## src/rtl/sfr_pkg.sv

```systemverilog
`timescale 1ns / 1ps
// ----------------------------------------------------------------------------
// sfr_pkg
// shared types and constants for the serial frame receiver
// ----------------------------------------------------------------------------
package sfr_pkg;

    // fixed frame bytes
    localparam logic [7:0] FOOTER_BYTE        = 8'h5A;
    localparam logic [7:0] HEADER_FIRST_RST   = 8'hFC;
    localparam logic [7:0] HEADER_SECOND_RST  = 8'hC5;
    localparam logic [7:0] LENGTH_CODE_RST    = 8'h52;

    // configuration register indexes
    typedef enum logic [1:0] {
        CFG_HEADER_FIRST  = 2'd0,
        CFG_HEADER_SECOND = 2'd1,
        CFG_LENGTH_CODE   = 2'd2
    } t_cfg_idx;

    // receive phase
    typedef enum logic [2:0] {
        PH_HDR1    = 3'd0,
        PH_HDR2    = 3'd1,
        PH_LEN     = 3'd2,
        PH_PAYLOAD = 3'd3,
        PH_CSUM    = 3'd4,
        PH_FOOTER  = 3'd5
    } t_phase;

    // result status codes
    typedef enum logic [2:0] {
        ST_HUNT       = 3'd0,
        ST_IN_FRAME   = 3'd1,
        ST_GOOD       = 3'd2,
        ST_CSUM_BAD   = 3'd3,
        ST_FOOTER_BAD = 3'd4,
        ST_READ       = 3'd5
    } t_status;

    typedef struct packed {
        logic       mode;
        logic [7:0] rx_byte;
        logic [7:0] read_index;
    } t_item;

    typedef struct packed {
        t_status    status;
        logic       frame_ready;
        logic [7:0] read_byte;
        logic [7:0] byte_position;
    } t_res;

    typedef struct packed {
        logic [7:0] header_first;
        logic [7:0] header_second;
        logic [7:0] length_code;
    } t_cfg;

    // frame store access from the deframer
    typedef struct packed {
        logic       we;
        logic [7:0] waddr;
        logic [7:0] wdata;
        logic       re;
        logic [7:0] raddr;
    } t_mem_req;

    // per-beat outcome, before the read data is merged
    typedef struct packed {
        t_status    status;
        logic       frame_ready;
        logic       rd_ok;
        logic [7:0] byte_position;
    } t_step;

endpackage

```

## src/rtl/sfr_frame_store.sv

```systemverilog
`timescale 1ns / 1ps
// ----------------------------------------------------------------------------
// sfr_frame_store
// frame byte buffer, one write and one registered read port
// ----------------------------------------------------------------------------
module sfr_frame_store #(
    parameter int FRAME_BYTES = 88
) (
    input  logic             i_clk,
    input  sfr_pkg::t_mem_req i_req,
    output logic [7:0]       o_rd_data
);

    localparam int AW = (FRAME_BYTES > 1) ? $clog2(FRAME_BYTES) : 1;

    logic [7:0] r_mem [FRAME_BYTES];
    logic [7:0] r_rd_data;

    always_ff @(posedge i_clk) begin
        if (i_req.we) begin
            r_mem[i_req.waddr[AW-1:0]] <= i_req.wdata;
        end
    end

    // read data holds between reads
    always_ff @(posedge i_clk) begin
        if (i_req.re) begin
            r_rd_data <= r_mem[i_req.raddr[AW-1:0]];
        end
    end

    assign o_rd_data = r_rd_data;

endmodule

```

## src/rtl/sfr_deframer.sv

```systemverilog
`timescale 1ns / 1ps
// ----------------------------------------------------------------------------
// sfr_deframer
// header hunt, position tracking, checksum sum and ready flag
// ----------------------------------------------------------------------------
module sfr_deframer #(
    parameter int FRAME_BYTES = 88
) (
    input  logic              i_clk,
    input  logic              i_rst_n,
    input  logic              i_en,
    input  sfr_pkg::t_item    i_item,
    input  sfr_pkg::t_cfg     i_cfg,
    output sfr_pkg::t_step    o_step,
    output sfr_pkg::t_mem_req o_mem_req
);

    localparam logic [7:0] CSUM_START = 8'(FRAME_BYTES - 3);
    localparam logic [7:0] FOOTER_POS = 8'(FRAME_BYTES - 1);
    localparam logic [8:0] DEPTH      = 9'(FRAME_BYTES);

    sfr_pkg::t_phase r_phase, n_phase;
    logic [7:0]      r_pos, n_pos;
    logic [15:0]     r_sum, n_sum;
    logic            r_ready, n_ready;
    logic [7:0]      r_csum_lo, n_csum_lo;
    logic [7:0]      r_csum_hi, n_csum_hi;

    logic [7:0] rx;
    logic [7:0] pos_inc;
    logic [7:0] want;
    logic       hdr_match;
    logic       csum_match;
    logic       rx_beat;

    assign rx         = i_item.rx_byte;
    assign pos_inc    = r_pos + 8'd1;
    assign csum_match = ({r_csum_hi, r_csum_lo} == r_sum);
    assign rx_beat    = i_en && !i_item.mode;
    assign hdr_match  = (rx == want);

    always_comb begin
        case (r_phase)
            sfr_pkg::PH_HDR1: want = i_cfg.header_first;
            sfr_pkg::PH_HDR2: want = i_cfg.header_second;
            default:          want = i_cfg.length_code;
        endcase
    end

    // next state
    always_comb begin
        n_phase   = r_phase;
        n_pos     = r_pos;
        n_sum     = r_sum;
        n_ready   = r_ready;
        n_csum_lo = r_csum_lo;
        n_csum_hi = r_csum_hi;
        if (rx_beat) begin
            case (r_phase)
                sfr_pkg::PH_HDR1, sfr_pkg::PH_HDR2, sfr_pkg::PH_LEN: begin
                    if (hdr_match) begin
                        n_pos = pos_inc;
                        case (r_phase)
                            sfr_pkg::PH_HDR1: n_phase = sfr_pkg::PH_HDR2;
                            sfr_pkg::PH_HDR2: n_phase = sfr_pkg::PH_LEN;
                            default: begin
                                n_phase = sfr_pkg::PH_PAYLOAD;
                                n_sum   = r_sum + {8'd0, rx};
                            end
                        endcase
                    end else begin
                        n_phase = sfr_pkg::PH_HDR1;
                        n_pos   = 8'd0;
                    end
                end
                sfr_pkg::PH_PAYLOAD: begin
                    n_sum = r_sum + {8'd0, rx};
                    n_pos = pos_inc;
                    if (pos_inc == CSUM_START) begin
                        n_phase = sfr_pkg::PH_CSUM;
                    end
                end
                sfr_pkg::PH_CSUM: begin
                    n_pos = pos_inc;
                    // low byte first, high byte right before the footer
                    if (r_pos == CSUM_START) begin
                        n_csum_lo = rx;
                    end else begin
                        n_csum_hi = rx;
                    end
                    if (pos_inc == FOOTER_POS) begin
                        n_phase = sfr_pkg::PH_FOOTER;
                    end
                end
                sfr_pkg::PH_FOOTER: begin
                    if (rx == sfr_pkg::FOOTER_BYTE) begin
                        if (csum_match) begin
                            n_ready = 1'b1;
                        end
                    end else begin
                        n_ready = 1'b0;
                    end
                    n_phase = sfr_pkg::PH_HDR1;
                    n_pos   = 8'd0;
                    n_sum   = 16'd0;
                end
                default: begin
                    n_phase = sfr_pkg::PH_HDR1;
                    n_pos   = 8'd0;
                    n_sum   = 16'd0;
                    n_ready = 1'b0;
                end
            endcase
        end
    end

    // outputs for this beat
    always_comb begin
        o_step.status        = sfr_pkg::ST_HUNT;
        o_step.frame_ready   = n_ready;
        o_step.rd_ok         = 1'b0;
        o_step.byte_position = 8'd0;
        o_mem_req.we         = 1'b0;
        o_mem_req.waddr      = r_pos;
        o_mem_req.wdata      = rx;
        o_mem_req.re         = 1'b0;
        o_mem_req.raddr      = i_item.read_index;
        if (i_item.mode) begin
            o_step.status = sfr_pkg::ST_READ;
            o_step.rd_ok  = ({1'b0, i_item.read_index} < DEPTH);
            o_mem_req.re  = i_en && o_step.rd_ok;
        end else begin
            case (r_phase)
                sfr_pkg::PH_HDR1, sfr_pkg::PH_HDR2, sfr_pkg::PH_LEN: begin
                    if (hdr_match) begin
                        o_step.status        = sfr_pkg::ST_IN_FRAME;
                        o_step.byte_position = r_pos;
                        o_mem_req.we         = i_en;
                    end
                end
                sfr_pkg::PH_PAYLOAD, sfr_pkg::PH_CSUM: begin
                    o_step.status        = sfr_pkg::ST_IN_FRAME;
                    o_step.byte_position = r_pos;
                    o_mem_req.we         = i_en;
                end
                sfr_pkg::PH_FOOTER: begin
                    o_step.byte_position = r_pos;
                    o_mem_req.we         = i_en;
                    if (rx != sfr_pkg::FOOTER_BYTE) begin
                        o_step.status = sfr_pkg::ST_FOOTER_BAD;
                    end else if (csum_match) begin
                        o_step.status = sfr_pkg::ST_GOOD;
                    end else begin
                        o_step.status = sfr_pkg::ST_CSUM_BAD;
                    end
                end
                default: o_step.status = sfr_pkg::ST_HUNT;
            endcase
        end
    end

    always_ff @(posedge i_clk) begin
        if (!i_rst_n) begin
            r_phase <= sfr_pkg::PH_HDR1;
            r_pos   <= 8'd0;
            r_sum   <= 16'd0;
            r_ready <= 1'b0;
        end else begin
            r_phase <= n_phase;
            r_pos   <= n_pos;
            r_sum   <= n_sum;
            r_ready <= n_ready;
        end
    end

    always_ff @(posedge i_clk) begin
        r_csum_lo <= n_csum_lo;
        r_csum_hi <= n_csum_hi;
    end

endmodule

```

## src/rtl/serial_frame_receiver_checksum.sv

```systemverilog
`timescale 1ns / 1ps
// ----------------------------------------------------------------------------
// serial_frame_receiver_checksum
// byte-wise frame deframer with additive checksum and frame buffer read-back
// ----------------------------------------------------------------------------
// usage
//   input beats (i_valid / o_stall) carry either a received serial byte
//   (mode 0) or a read request for the frame buffer (mode 1)
//   result beats (o_valid / i_stall) carry one status word per input beat,
//   in order
//   a beat is taken when valid is high and stall is low
//   the deframer state, the frame buffer read port and stage a update at the
//   accepting edge; the result register loads from stage a once it is empty
//   or the receiver takes the beat it holds
//   throughput is one beat per cycle while the receiver does not stall, set
//   by the deframer update and the one write, one read buffer
//   when the receiver stalls, the result register and the stage behind it
//   fill, and o_stall rises only once both hold a beat
//   reset returns to header hunting, clears the ready flag and the pipeline
//   and loads the default header bytes; the buffer is not cleared
//   configuration writes are taken at any edge with i_cfg_we high
// ----------------------------------------------------------------------------
module serial_frame_receiver_checksum #(
    parameter int FRAME_BYTES = 88
) (
    input  logic           i_clk,
    input  logic           i_rst_n,
    // configuration
    input  logic           i_cfg_we,
    input  logic [1:0]     i_cfg_idx,
    input  logic [7:0]     i_cfg_data,
    // input beats
    input  logic           i_valid,
    output logic           o_stall,
    input  sfr_pkg::t_item i_item,
    // result beats
    output logic           o_valid,
    input  logic           i_stall,
    output sfr_pkg::t_res  o_res
);

    sfr_pkg::t_cfg     r_cfg;
    sfr_pkg::t_step    step;
    sfr_pkg::t_mem_req mem_req;
    logic [7:0]        rd_data;

    // stage a: outcome of the accepted beat, read data comes from the buffer
    logic           r_a_vld;
    sfr_pkg::t_step r_a;
    // stage b: result register facing the receiver
    logic           r_b_vld;
    sfr_pkg::t_res  r_b;

    logic accept;
    logic b_take;
    logic a_move;

    assign b_take  = !r_b_vld || !i_stall;
    assign a_move  = r_a_vld && b_take;
    assign o_stall = r_a_vld && !b_take;
    assign accept  = i_valid && !o_stall;

    // configuration registers, writes beyond the list are ignored
    always_ff @(posedge i_clk) begin
        if (!i_rst_n) begin
            r_cfg.header_first  <= sfr_pkg::HEADER_FIRST_RST;
            r_cfg.header_second <= sfr_pkg::HEADER_SECOND_RST;
            r_cfg.length_code   <= sfr_pkg::LENGTH_CODE_RST;
        end else if (i_cfg_we) begin
            case (i_cfg_idx)
                sfr_pkg::CFG_HEADER_FIRST:  r_cfg.header_first  <= i_cfg_data;
                sfr_pkg::CFG_HEADER_SECOND: r_cfg.header_second <= i_cfg_data;
                sfr_pkg::CFG_LENGTH_CODE:   r_cfg.length_code   <= i_cfg_data;
                default: ;
            endcase
        end
    end

    sfr_deframer #(
        .FRAME_BYTES (FRAME_BYTES)
    ) u_deframer (
        .i_clk     (i_clk),
        .i_rst_n   (i_rst_n),
        .i_en      (accept),
        .i_item    (i_item),
        .i_cfg     (r_cfg),
        .o_step    (step),
        .o_mem_req (mem_req)
    );

    // read data only changes on an accepted read, so it stays with stage a
    sfr_frame_store #(
        .FRAME_BYTES (FRAME_BYTES)
    ) u_store (
        .i_clk     (i_clk),
        .i_req     (mem_req),
        .o_rd_data (rd_data)
    );

    // pipeline valid bits
    always_ff @(posedge i_clk) begin
        if (!i_rst_n) begin
            r_a_vld <= 1'b0;
            r_b_vld <= 1'b0;
        end else begin
            if (accept) begin
                r_a_vld <= 1'b1;
            end else if (a_move) begin
                r_a_vld <= 1'b0;
            end
            if (a_move) begin
                r_b_vld <= 1'b1;
            end else if (b_take) begin
                r_b_vld <= 1'b0;
            end
        end
    end

    // payload, no reset needed
    always_ff @(posedge i_clk) begin
        if (accept) begin
            r_a <= step;
        end
        if (a_move) begin
            r_b.status        <= r_a.status;
            r_b.frame_ready   <= r_a.frame_ready;
            r_b.read_byte     <= r_a.rd_ok ? rd_data : 8'd0;
            r_b.byte_position <= r_a.byte_position;
        end
    end

    assign o_valid = r_b_vld;
    assign o_res   = r_b;

    // a frame good result always reports the ready flag set
    a_good_sets_ready: assert property (@(posedge i_clk) disable iff (!i_rst_n)
        (o_valid && o_res.status == sfr_pkg::ST_GOOD) |-> o_res.frame_ready)
        else $error("frame good without ready flag");

    // a bad footer always reports the ready flag cleared
    a_footer_clears: assert property (@(posedge i_clk) disable iff (!i_rst_n)
        (o_valid && o_res.status == sfr_pkg::ST_FOOTER_BAD) |-> !o_res.frame_ready)
        else $error("footer error with ready flag set");

    // end-of-frame outcomes sit at the footer position
    a_end_pos: assert property (@(posedge i_clk) disable iff (!i_rst_n)
        (o_valid && (o_res.status == sfr_pkg::ST_GOOD
                  || o_res.status == sfr_pkg::ST_CSUM_BAD
                  || o_res.status == sfr_pkg::ST_FOOTER_BAD))
        |-> (o_res.byte_position == 8'(FRAME_BYTES - 1)))
        else $error("frame end reported off the footer position");

    // a beat leaving stage a lands in the result register
    a_stage_move: assert property (@(posedge i_clk) disable iff (!i_rst_n)
        a_move |=> r_b_vld)
        else $error("beat lost between stages");

endmodule

```

## config.mk

```make
export PLATFORM = sky130hd
export DESIGN_NAME = serial_frame_receiver_checksum
export DESIGN_NICKNAME = d
export VERILOG_FILES = /design/src/rtl/sfr_pkg.sv /design/src/rtl/sfr_frame_store.sv /design/src/rtl/sfr_deframer.sv /design/src/rtl/serial_frame_receiver_checksum.sv
export SDC_FILE = /design/constraint.sdc
export NUM_CORES = 1
export LEC_CHECK = 0
export BUFFER_PORTS_ARGS = -buffer_cell sky130_fd_sc_hd__buf_4
export CORE_AREA = 10 10 358 394
export CTS_CLUSTER_DIAMETER = 150
export DETAILED_ROUTE_END_ITERATION = 6
export DIE_AREA = 0 0 368 404
export GPL_ROUTABILITY_DRIVEN = 0
export HOLD_SLACK_MARGIN = 0.05
export SLEW_MARGIN = 15
export SYNTH_ARGS = -nofsm -noshare
export SYNTH_HDL_FRONTEND = slang
export SYNTH_HIERARCHICAL = 1
export SYNTH_SLANG_ARGS = --single-unit
```

## constraint.sdc

```tcl
create_clock -name i_clk -period 4.1 [get_ports i_clk]
set_clock_uncertainty 0.15 [all_clocks]
set_input_delay 1.025 -clock i_clk [delete_from_list [all_inputs] [get_ports i_clk]]
set_output_delay 1.025 -clock i_clk [all_outputs]
set_load 0.05 [all_outputs]
```

# Yosys cells after proc, flatten, opt, wreduce, memory -nomap -nowiden
# Memory sizes are Yosys's and may differ from the RTL's. A register that Yosys moved wholly into a read port is not among the register bits.
# Cells that the tools add are included.
[classes]
add_sub_neg = 2
magnitude_cmp = 1
eq_ne = 18
mux = 31
bitwise = 2
reduce_logical = 27
[op_table]
columns = ["cell", "n"]
rows = [
  ["$pmux W16 S3", 1],
  ["$pmux W8 S2", 3],
  ["$eq A8 B7 Y1 const B", 4],
  ["$mux W16", 2],
  ["$pmux W3 S3", 2],
  ["$add A16 B8 Y16", 1],
  ["$eq A16 B16 Y1", 1],
  ["$mux W8", 2],
  ["$mux W1", 14],
  ["$mux W3", 3],
  ["$reduce_and A3 Y1", 3],
  ["$add A8 B1 Y8 const B", 1],
  ["$eq A8 B8 Y1", 1],
  ["$lt A8 B7 Y1 const B", 1],
  ["$ne A8 B7 Y1 const B", 1],
  ["$eq A3 B2 Y1 const B", 2],
  ["$eq A3 B3 Y1 const B", 2],
  ["$ne A2 B1 Y1 const B", 3],
  ["$reduce_and A2 Y1", 3],
  ["$reduce_or A3 Y1", 2],
  ["$logic_and A1 B1 Y1", 5],
  ["$logic_not A1 Y1", 5],
  ["$reduce_or A5 Y1", 1],
  ["$pmux W1 S2", 2],
  ["13 further kinds", 16],
]
[totals]
register_bits = 103
ram_bits = 704
in_bits = 32
output_inout_bits = 22
memories = 1
[mem_list]
columns = ["name", "depth", "width", "read_ports", "rd_clocked_by_memory_dff", "wr", "line_no", "rtl"]
rows = [
  ["u_store.r_mem", 88, 8, 1, 1, 1, "sfr_frame_store.sv:16", "logic [7:0] r_mem [FRAME_BYTES];"],
]

# Longest topological paths before layout
# Gate-level depths: netlist (run 1).
[logic_depth]
word_depth = 11
depth_mapped = 13
ltp_nobuf = 11

# Cells and area by module
# Netlist (run 1), hierarchy kept.
[modules_own_cells]
columns = ["mod", "n_inst", "cells_per_inst", "area_per_inst_um2"]
rows = [
  ["sfr_frame_store", 1, 1314, 27729.1],
  ["sfr_deframer", 1, 344, 3091.7],
  ["serial_frame_receiver_checksum", 1, 146, 2123.3],
]

# Worst setup path before layout (run 1)
# Ideal clock, no wire load.
[synth_timing]
path_type = "input port to flip-flop"
from = "in i_stall"
to = "mem u_store.r_mem[48][0], enable pin"
setup_time_ps = 383
arrival_time_ps = 3990
required_ps = 3567
setup_slack_ps = -424
cell_stages = 9
path_buffers = 2
path_cell_list = "and3_1 -> nor2b_1 -> nand2b_1 -> clkbuf_1 -> nor2_1 -> clkbuf_1 -> nand3_1 -> or3_1 -> nor3_1"
[synth_rtl]
columns = ["element", "line_no", "rtl"]
rows = [
  ["start: declaration", "serial_frame_receiver_checksum.sv:38", "input logic i_stall,"],
  ["end: declaration", "sfr_frame_store.sv:16", ""],
]

==> results.toml, run 1 <==
[global_route]
grt_max_degree = 92
grt_pass1_wl_um = 117000
overflow = 0
antenna_found_initial = 4
grt.total_usage_pct = 10.3
grt_pass1_vias = 17400

[clocking]
hold_buffers = 0
clkLatencyLatePin_ns = 0.62
cts_tree = "yes"
htreeDepth = 3
cts.sinks = 815
clkTransAtPathRegs_ns = 0.06
cts_resized = 0
cts_buffers = 86
clockBufferDepth = 3
ctsRootBufferMaster = "clkbuf_16"
post-cts-setup-buffers = 0

[min_path]
hold_class = "reg2reg"

[worst_setup_path]
arrival_ns = 3.83
critical_path.startpoint_type = "register"
cp_max_fo = 21
crit_type = "reg2reg"
r2r-start = "u_deframer/r_phase[0]"
worstSetupEndpointType = "register"
rr_worst_depth = 14
ff2ff_setup_slack_ns = 0.44
crit_chain = "buf_12 > mux2i_1 > xnor2_1 > nor4_1 > a31oi_1 > nor2_1 > o31ai_2 > nor2_1 > buf_4 > nor2b_1 > nand2_1 > buf_4 > nor2_1 > buf_4"
critPathSlowestCell = "dfxtp_1"
slowest_delay_ns = 0.35
crit_start = "u_deframer/r_phase[0]"
cp.required_ns = 4.27
reg2reg_to = "u_store/r_mem[82][5]"
critPathCapture = "u_store/r_mem[82][5]"

[timing]
tightest_slew_ns = 1.12
setup_viol = 0
setup-tns-final_ns = 0
max_freq_mhz = 273
layout_min_cycle_time_ns = 3.66
finalCritPeriodShare_pct = 89.3
finalHoldViolations = 0
grt_setup_unrepaired = "no"
max_slew_margin_pct = 25.1
finalMaxSlewViolations = 0

[logic_synthesis]
synth_warnings = 6
syn_avg_cell_area_um2 = 18.3
synth.cell_area_um2 = 32900
syn_inst = 1803
syn-num-nets = 1848

[cells_and_area]
nets = 2051
final_area_um2 = 39000
area_delta_synth_final_pct = 18.4
most-common-layout-cells = "edfxtp_1 (761), buf_4 (211), mux4_2 (160)"
drive_gt1_share_pct = 27.0
final_common_cell = "edfxtp_1"

[drt]
wl_um = 78000
drt_iter0_markers = 1557
viasPerCell = 4.44
postRouteAntennaNets = 0
drtPass1Iterations = 5
vias = 17100
wl_per_cell_um = 20.3
route.detailed.drc = 0

[power_and_ir_drop]
leakagePower_nw = 12.5
powerDensity_nw_per_um2 = 452
ir_worst_vdd_mv = 0.312
power_mw = 17.6

[die]
start_util_pct = 24.9
chipWidth_um = 368
rows = 140
die_y_um = 404
fp.coreArea_um2 = 132000
die_area_um2 = 149000
io_pins = 54

[placed_design]
io_buffers = 53
hpwl_um = 51200
placed_area_um2 = 36200

[job]
drv_cap = 0

[status]
status = "finished clean"
-- flip-flops by register name, indices dropped and copies added (netlist names) --
name and cells:
u_store/r_mem 704, u_deframer/r_csum_hi 8, r_a 13, o_res 20
o_valid 1, r_a_vld 1, u_deframer/r_ready 1, r_cfg 24
u_deframer/r_sum 16, u_deframer/r_pos 8, u_deframer/r_phase 3, u_deframer/r_csum_lo 8
u_store/o_rd_data 8
-- critical path: cells and delay by family (launching register included) --
family,cells,cell delay [ns]
compound gates,2,0.32
buf+inv,4,0.79
flops,1,0.35
xor+xnor,1,0.10
mux,1,0.29
simple gates,6,1.34
-- power breakdown --
group | switching [mW] | total [mW] | internal, mW
clock network | 3.10 | 7.70 | 4.60
logic | 0.515 | 0.811 | 0.296
registers | 0.0123 | 9.13 | 9.12
total | 3.63 | 17.6 | 14.0
-- worst min path at each step --
stage | slack, ns | to | start | cells past startpoint
floorplan | 0.25 | o_res[0] | r_a[0] | 0
global placement | 0.25 | o_res[17] | r_a[10] | 0
detailed placement | 0.25 | o_res[0] | r_a[0] | 0
CTS | 0.27 | o_res[0] | r_a[0] | 0
global route | 0.27 | o_res[0] | r_a[0] | 0
finish | 0.27 | o_res[0] | r_a[0] | 0
-- through the flow --
step	utilization [%]	cells	setup slack [ns]	hold WS, ns
floorplan	-	1803	0.0374	0.250
global placement	27.3	3693	0.130	0.253
finish	29.5	3851	0.440	0.268
global route	29.5	3851	0.125	0.268
detailed placement	27.3	3693	0.0909	0.255
CTS	29.5	3850	0.402	0.266
-- area by class of cell --
type,instances,area [um2]
antenna,1,2.50
clock buffer,109,2340
clock inverter,48,472
fill,13100,93400
inverter,16,60.1
multi-input combinational,869,8270
sequential,815,23900
tap,1775,2220
timing repair buffer,218,1710
-- routing by layer --
layer | vias to the layer above | part of all wire [%] | GRT usage (%)
li1 | 7618 | - | -
met1 | 8927 | 43 | 13.6
met2 | 430 | 49 | 17.1
met3 | 106 | 5.1 | 1.74
met4 | 2 | 2.4 | 3.13
met5 | - | 0.017 | 0
Power figures use the tool's default switching activity.
==> inputs of run 2 (changes only) <==
--- a/config.mk
+++ b/config.mk
@@ -12,6 +12,7 @@
 export DIE_AREA = 0 0 368 404
 export GPL_ROUTABILITY_DRIVEN = 0
 export HOLD_SLACK_MARGIN = 0.05
+export REMOVE_ABC_BUFFERS = 1
 export SLEW_MARGIN = 15
 export SYNTH_ARGS = -nofsm -noshare
 export SYNTH_HDL_FRONTEND = slang
==> run 2 against run 1 <==
Critical path depth decreased by 2. Sequential share of layout area increased by 0.46 points. Critical endpoint is now u_store/r_mem[18][1]. Register-to-register slack got worse by 0.18 ns. Wire length increased by 7.7%. Highest routed layer unchanged. Sequential power about the same. Global-route usage increased by 0.74 points. Largest power group unchanged.
==> results.toml, run 2 (same netlist as run 1, synthesis figures left out) <==
[placed_design]
io_buffers = 53
placed_area_um2 = 36300
dp_slack_ns = 0.0480
hpwl_um = 57000

[timing]
max_freq_mhz = 261
finalHoldViolations = 0
tightest_slew_ns = 1.26
grt_setup_unrepaired = "no"
final.setup.worst_slack_ns = 0.263
finalMaxSlewViolations = 0
setup-tns-final_ns = 0
layout_min_cycle_time_ns = 3.84
max_slew_margin_pct = 16.0
finalCritPeriodShare_pct = 93.6
setup_viol = 0

[drt]
vias = 17200
wl_per_cell_um = 21.9
drtPass1Iterations = 6
wl_um = 84000
viasPerCell = 4.47
drt_iter0_markers = 1575
route.detailed.drc = 0
postRouteAntennaNets = 0

[worst_setup_path]
r2r-start = "u_deframer/r_phase[0]"
cp.required_ns = 4.29
worstSetupEndpointType = "register"
ff2ff_setup_slack_ns = 0.26
critical_path.startpoint_type = "register"
crit_family = "simple AND/OR/NAND/NOR gates"
reg2reg_to = "u_store/r_mem[18][1]"
cp_max_fo = 9
slowest_delay_ns = 0.58
critPathSlowestCell = "dfxtp_1"
crit_type = "reg2reg"
critPathCapture = "u_store/r_mem[18][1]"
crit_buf_inv = 2
cp_num_cells = 12
crit_chain = "mux2i_1 > xnor2_1 > nor4_1 > a31oi_1 > nor2_1 > o31ai_2 > nor2_1 > nor2b_1 > nand2_1 > buf_12 > nor2_1 > buf_4"
worst_path_most_repeated_cell = "nor2_1"
crit_start = "u_deframer/r_phase[0]"
rr_worst_depth = 12
arrival_ns = 4.02

[global_route]
antenna_found_initial = 3
grt_pass1_wl_um = 123000
grt_pass1_vias = 17400
overflow = 0
grt_max_degree = 93
grt.total_usage_pct = 11.0

[die]
chipWidth_um = 368
io_pins = 54
die_area_um2 = 149000
fp.coreArea_um2 = 132000
die_y_um = 404
start_util_pct = 24.9
rows = 140

[clocking]
cts_resized = 0
clkTransAtPathRegs_ns = 0.06
cts_tree = "yes"
cts_buffers = 74
ctsRootBufferMaster = "clkbuf_16"
hold_buffers = 0
post-cts-setup-buffers = 0
cts.sinks = 815
clockBufferDepth = 3
htreeDepth = 3
clkLatencyLatePin_ns = 0.64

[cells_and_area]
area_delta_synth_final_pct = 17.6
fillers = 13100
nets = 2055
final_common_cell = "edfxtp_1"
drive_gt1_share_pct = 27.2
diodes = 0
most-common-layout-cells = "edfxtp_1 (761), buf_4 (223), mux4_2 (160)"
final_area_um2 = 38700
largest_reg_flops = 704
utilization_pct = 29.2

[job]
drv_cap = 0

[status]
status = "finished clean"

[min_path]
hold_class = "reg2reg"
hold_start = "r_a[2]"

[power_and_ir_drop]
leakagePower_nw = 12.3
ir_worst_vdd_mv = 0.272
powerDensity_nw_per_um2 = 435
[run 2: per-stage QoR]
stage	power [mW]	hold slack (ns)	std cells
after CTS	17.0	0.278	3841
final	16.8	0.278	3841
after detailed placement	10.2	0.256	3709
after global placement	10.2	0.268	3709
after global routing	17.3	0.286	3841
after floorplan	9.65	0.250	1700
[run 2: worst register-to-register path, cell delays in order (launching register included)]
cell and delay (ns):
dfxtp_1 0.58, mux2i_1 0.44, xnor2_1 0.11, nor4_1 0.39, a31oi_1 0.20, nor2_1 0.22
o31ai_2 0.10, nor2_1 0.13, nor2b_1 0.44, nand2_1 0.18, buf_12 0.19, nor2_1 0.21
buf_4 0.20
[run 2: cell type report]
type,count,area (um2),share of cell area (%)
flip-flops and latches,815,23900,61.8
repair buffers,234,1880,4.86
inverters,16,60.1,0.155
well taps,1775,2220,5.74
clock buffers,89,1970,5.09
clock inverters,43,402,1.04
multi-input cells,869,8250,21.3
[run 2: worst min-delay path by stage]
stage,endpoint,depth (start not counted)
after floorplan,o_res[0],0
after global placement,o_res[2],0
after detailed placement,o_res[17],0
after CTS,o_res[2],0
after global routing,o_res[17],0
final,o_res[2],0
[run 2: routing by layer]
metal / part of all wire [%] / vias to the layer above / track usage (%)
li1: - / 7589 / -
met1: 41 / 8956 / 13.6
met2: 51 / 510 / 19.4
met3: 5.1 / 126 / 1.79
met4: 2.8 / 6 / 3.63
met5: 0.040 / - / 0
[run 2: report_power, final]
group	internal [mW]	switching [mW]	leakage [nW]	total, mW
clock	3.78	3.08	1.14	6.86
sequential	9.11	0.0159	7.30	9.13
combinational	0.306	0.537	3.87	0.843
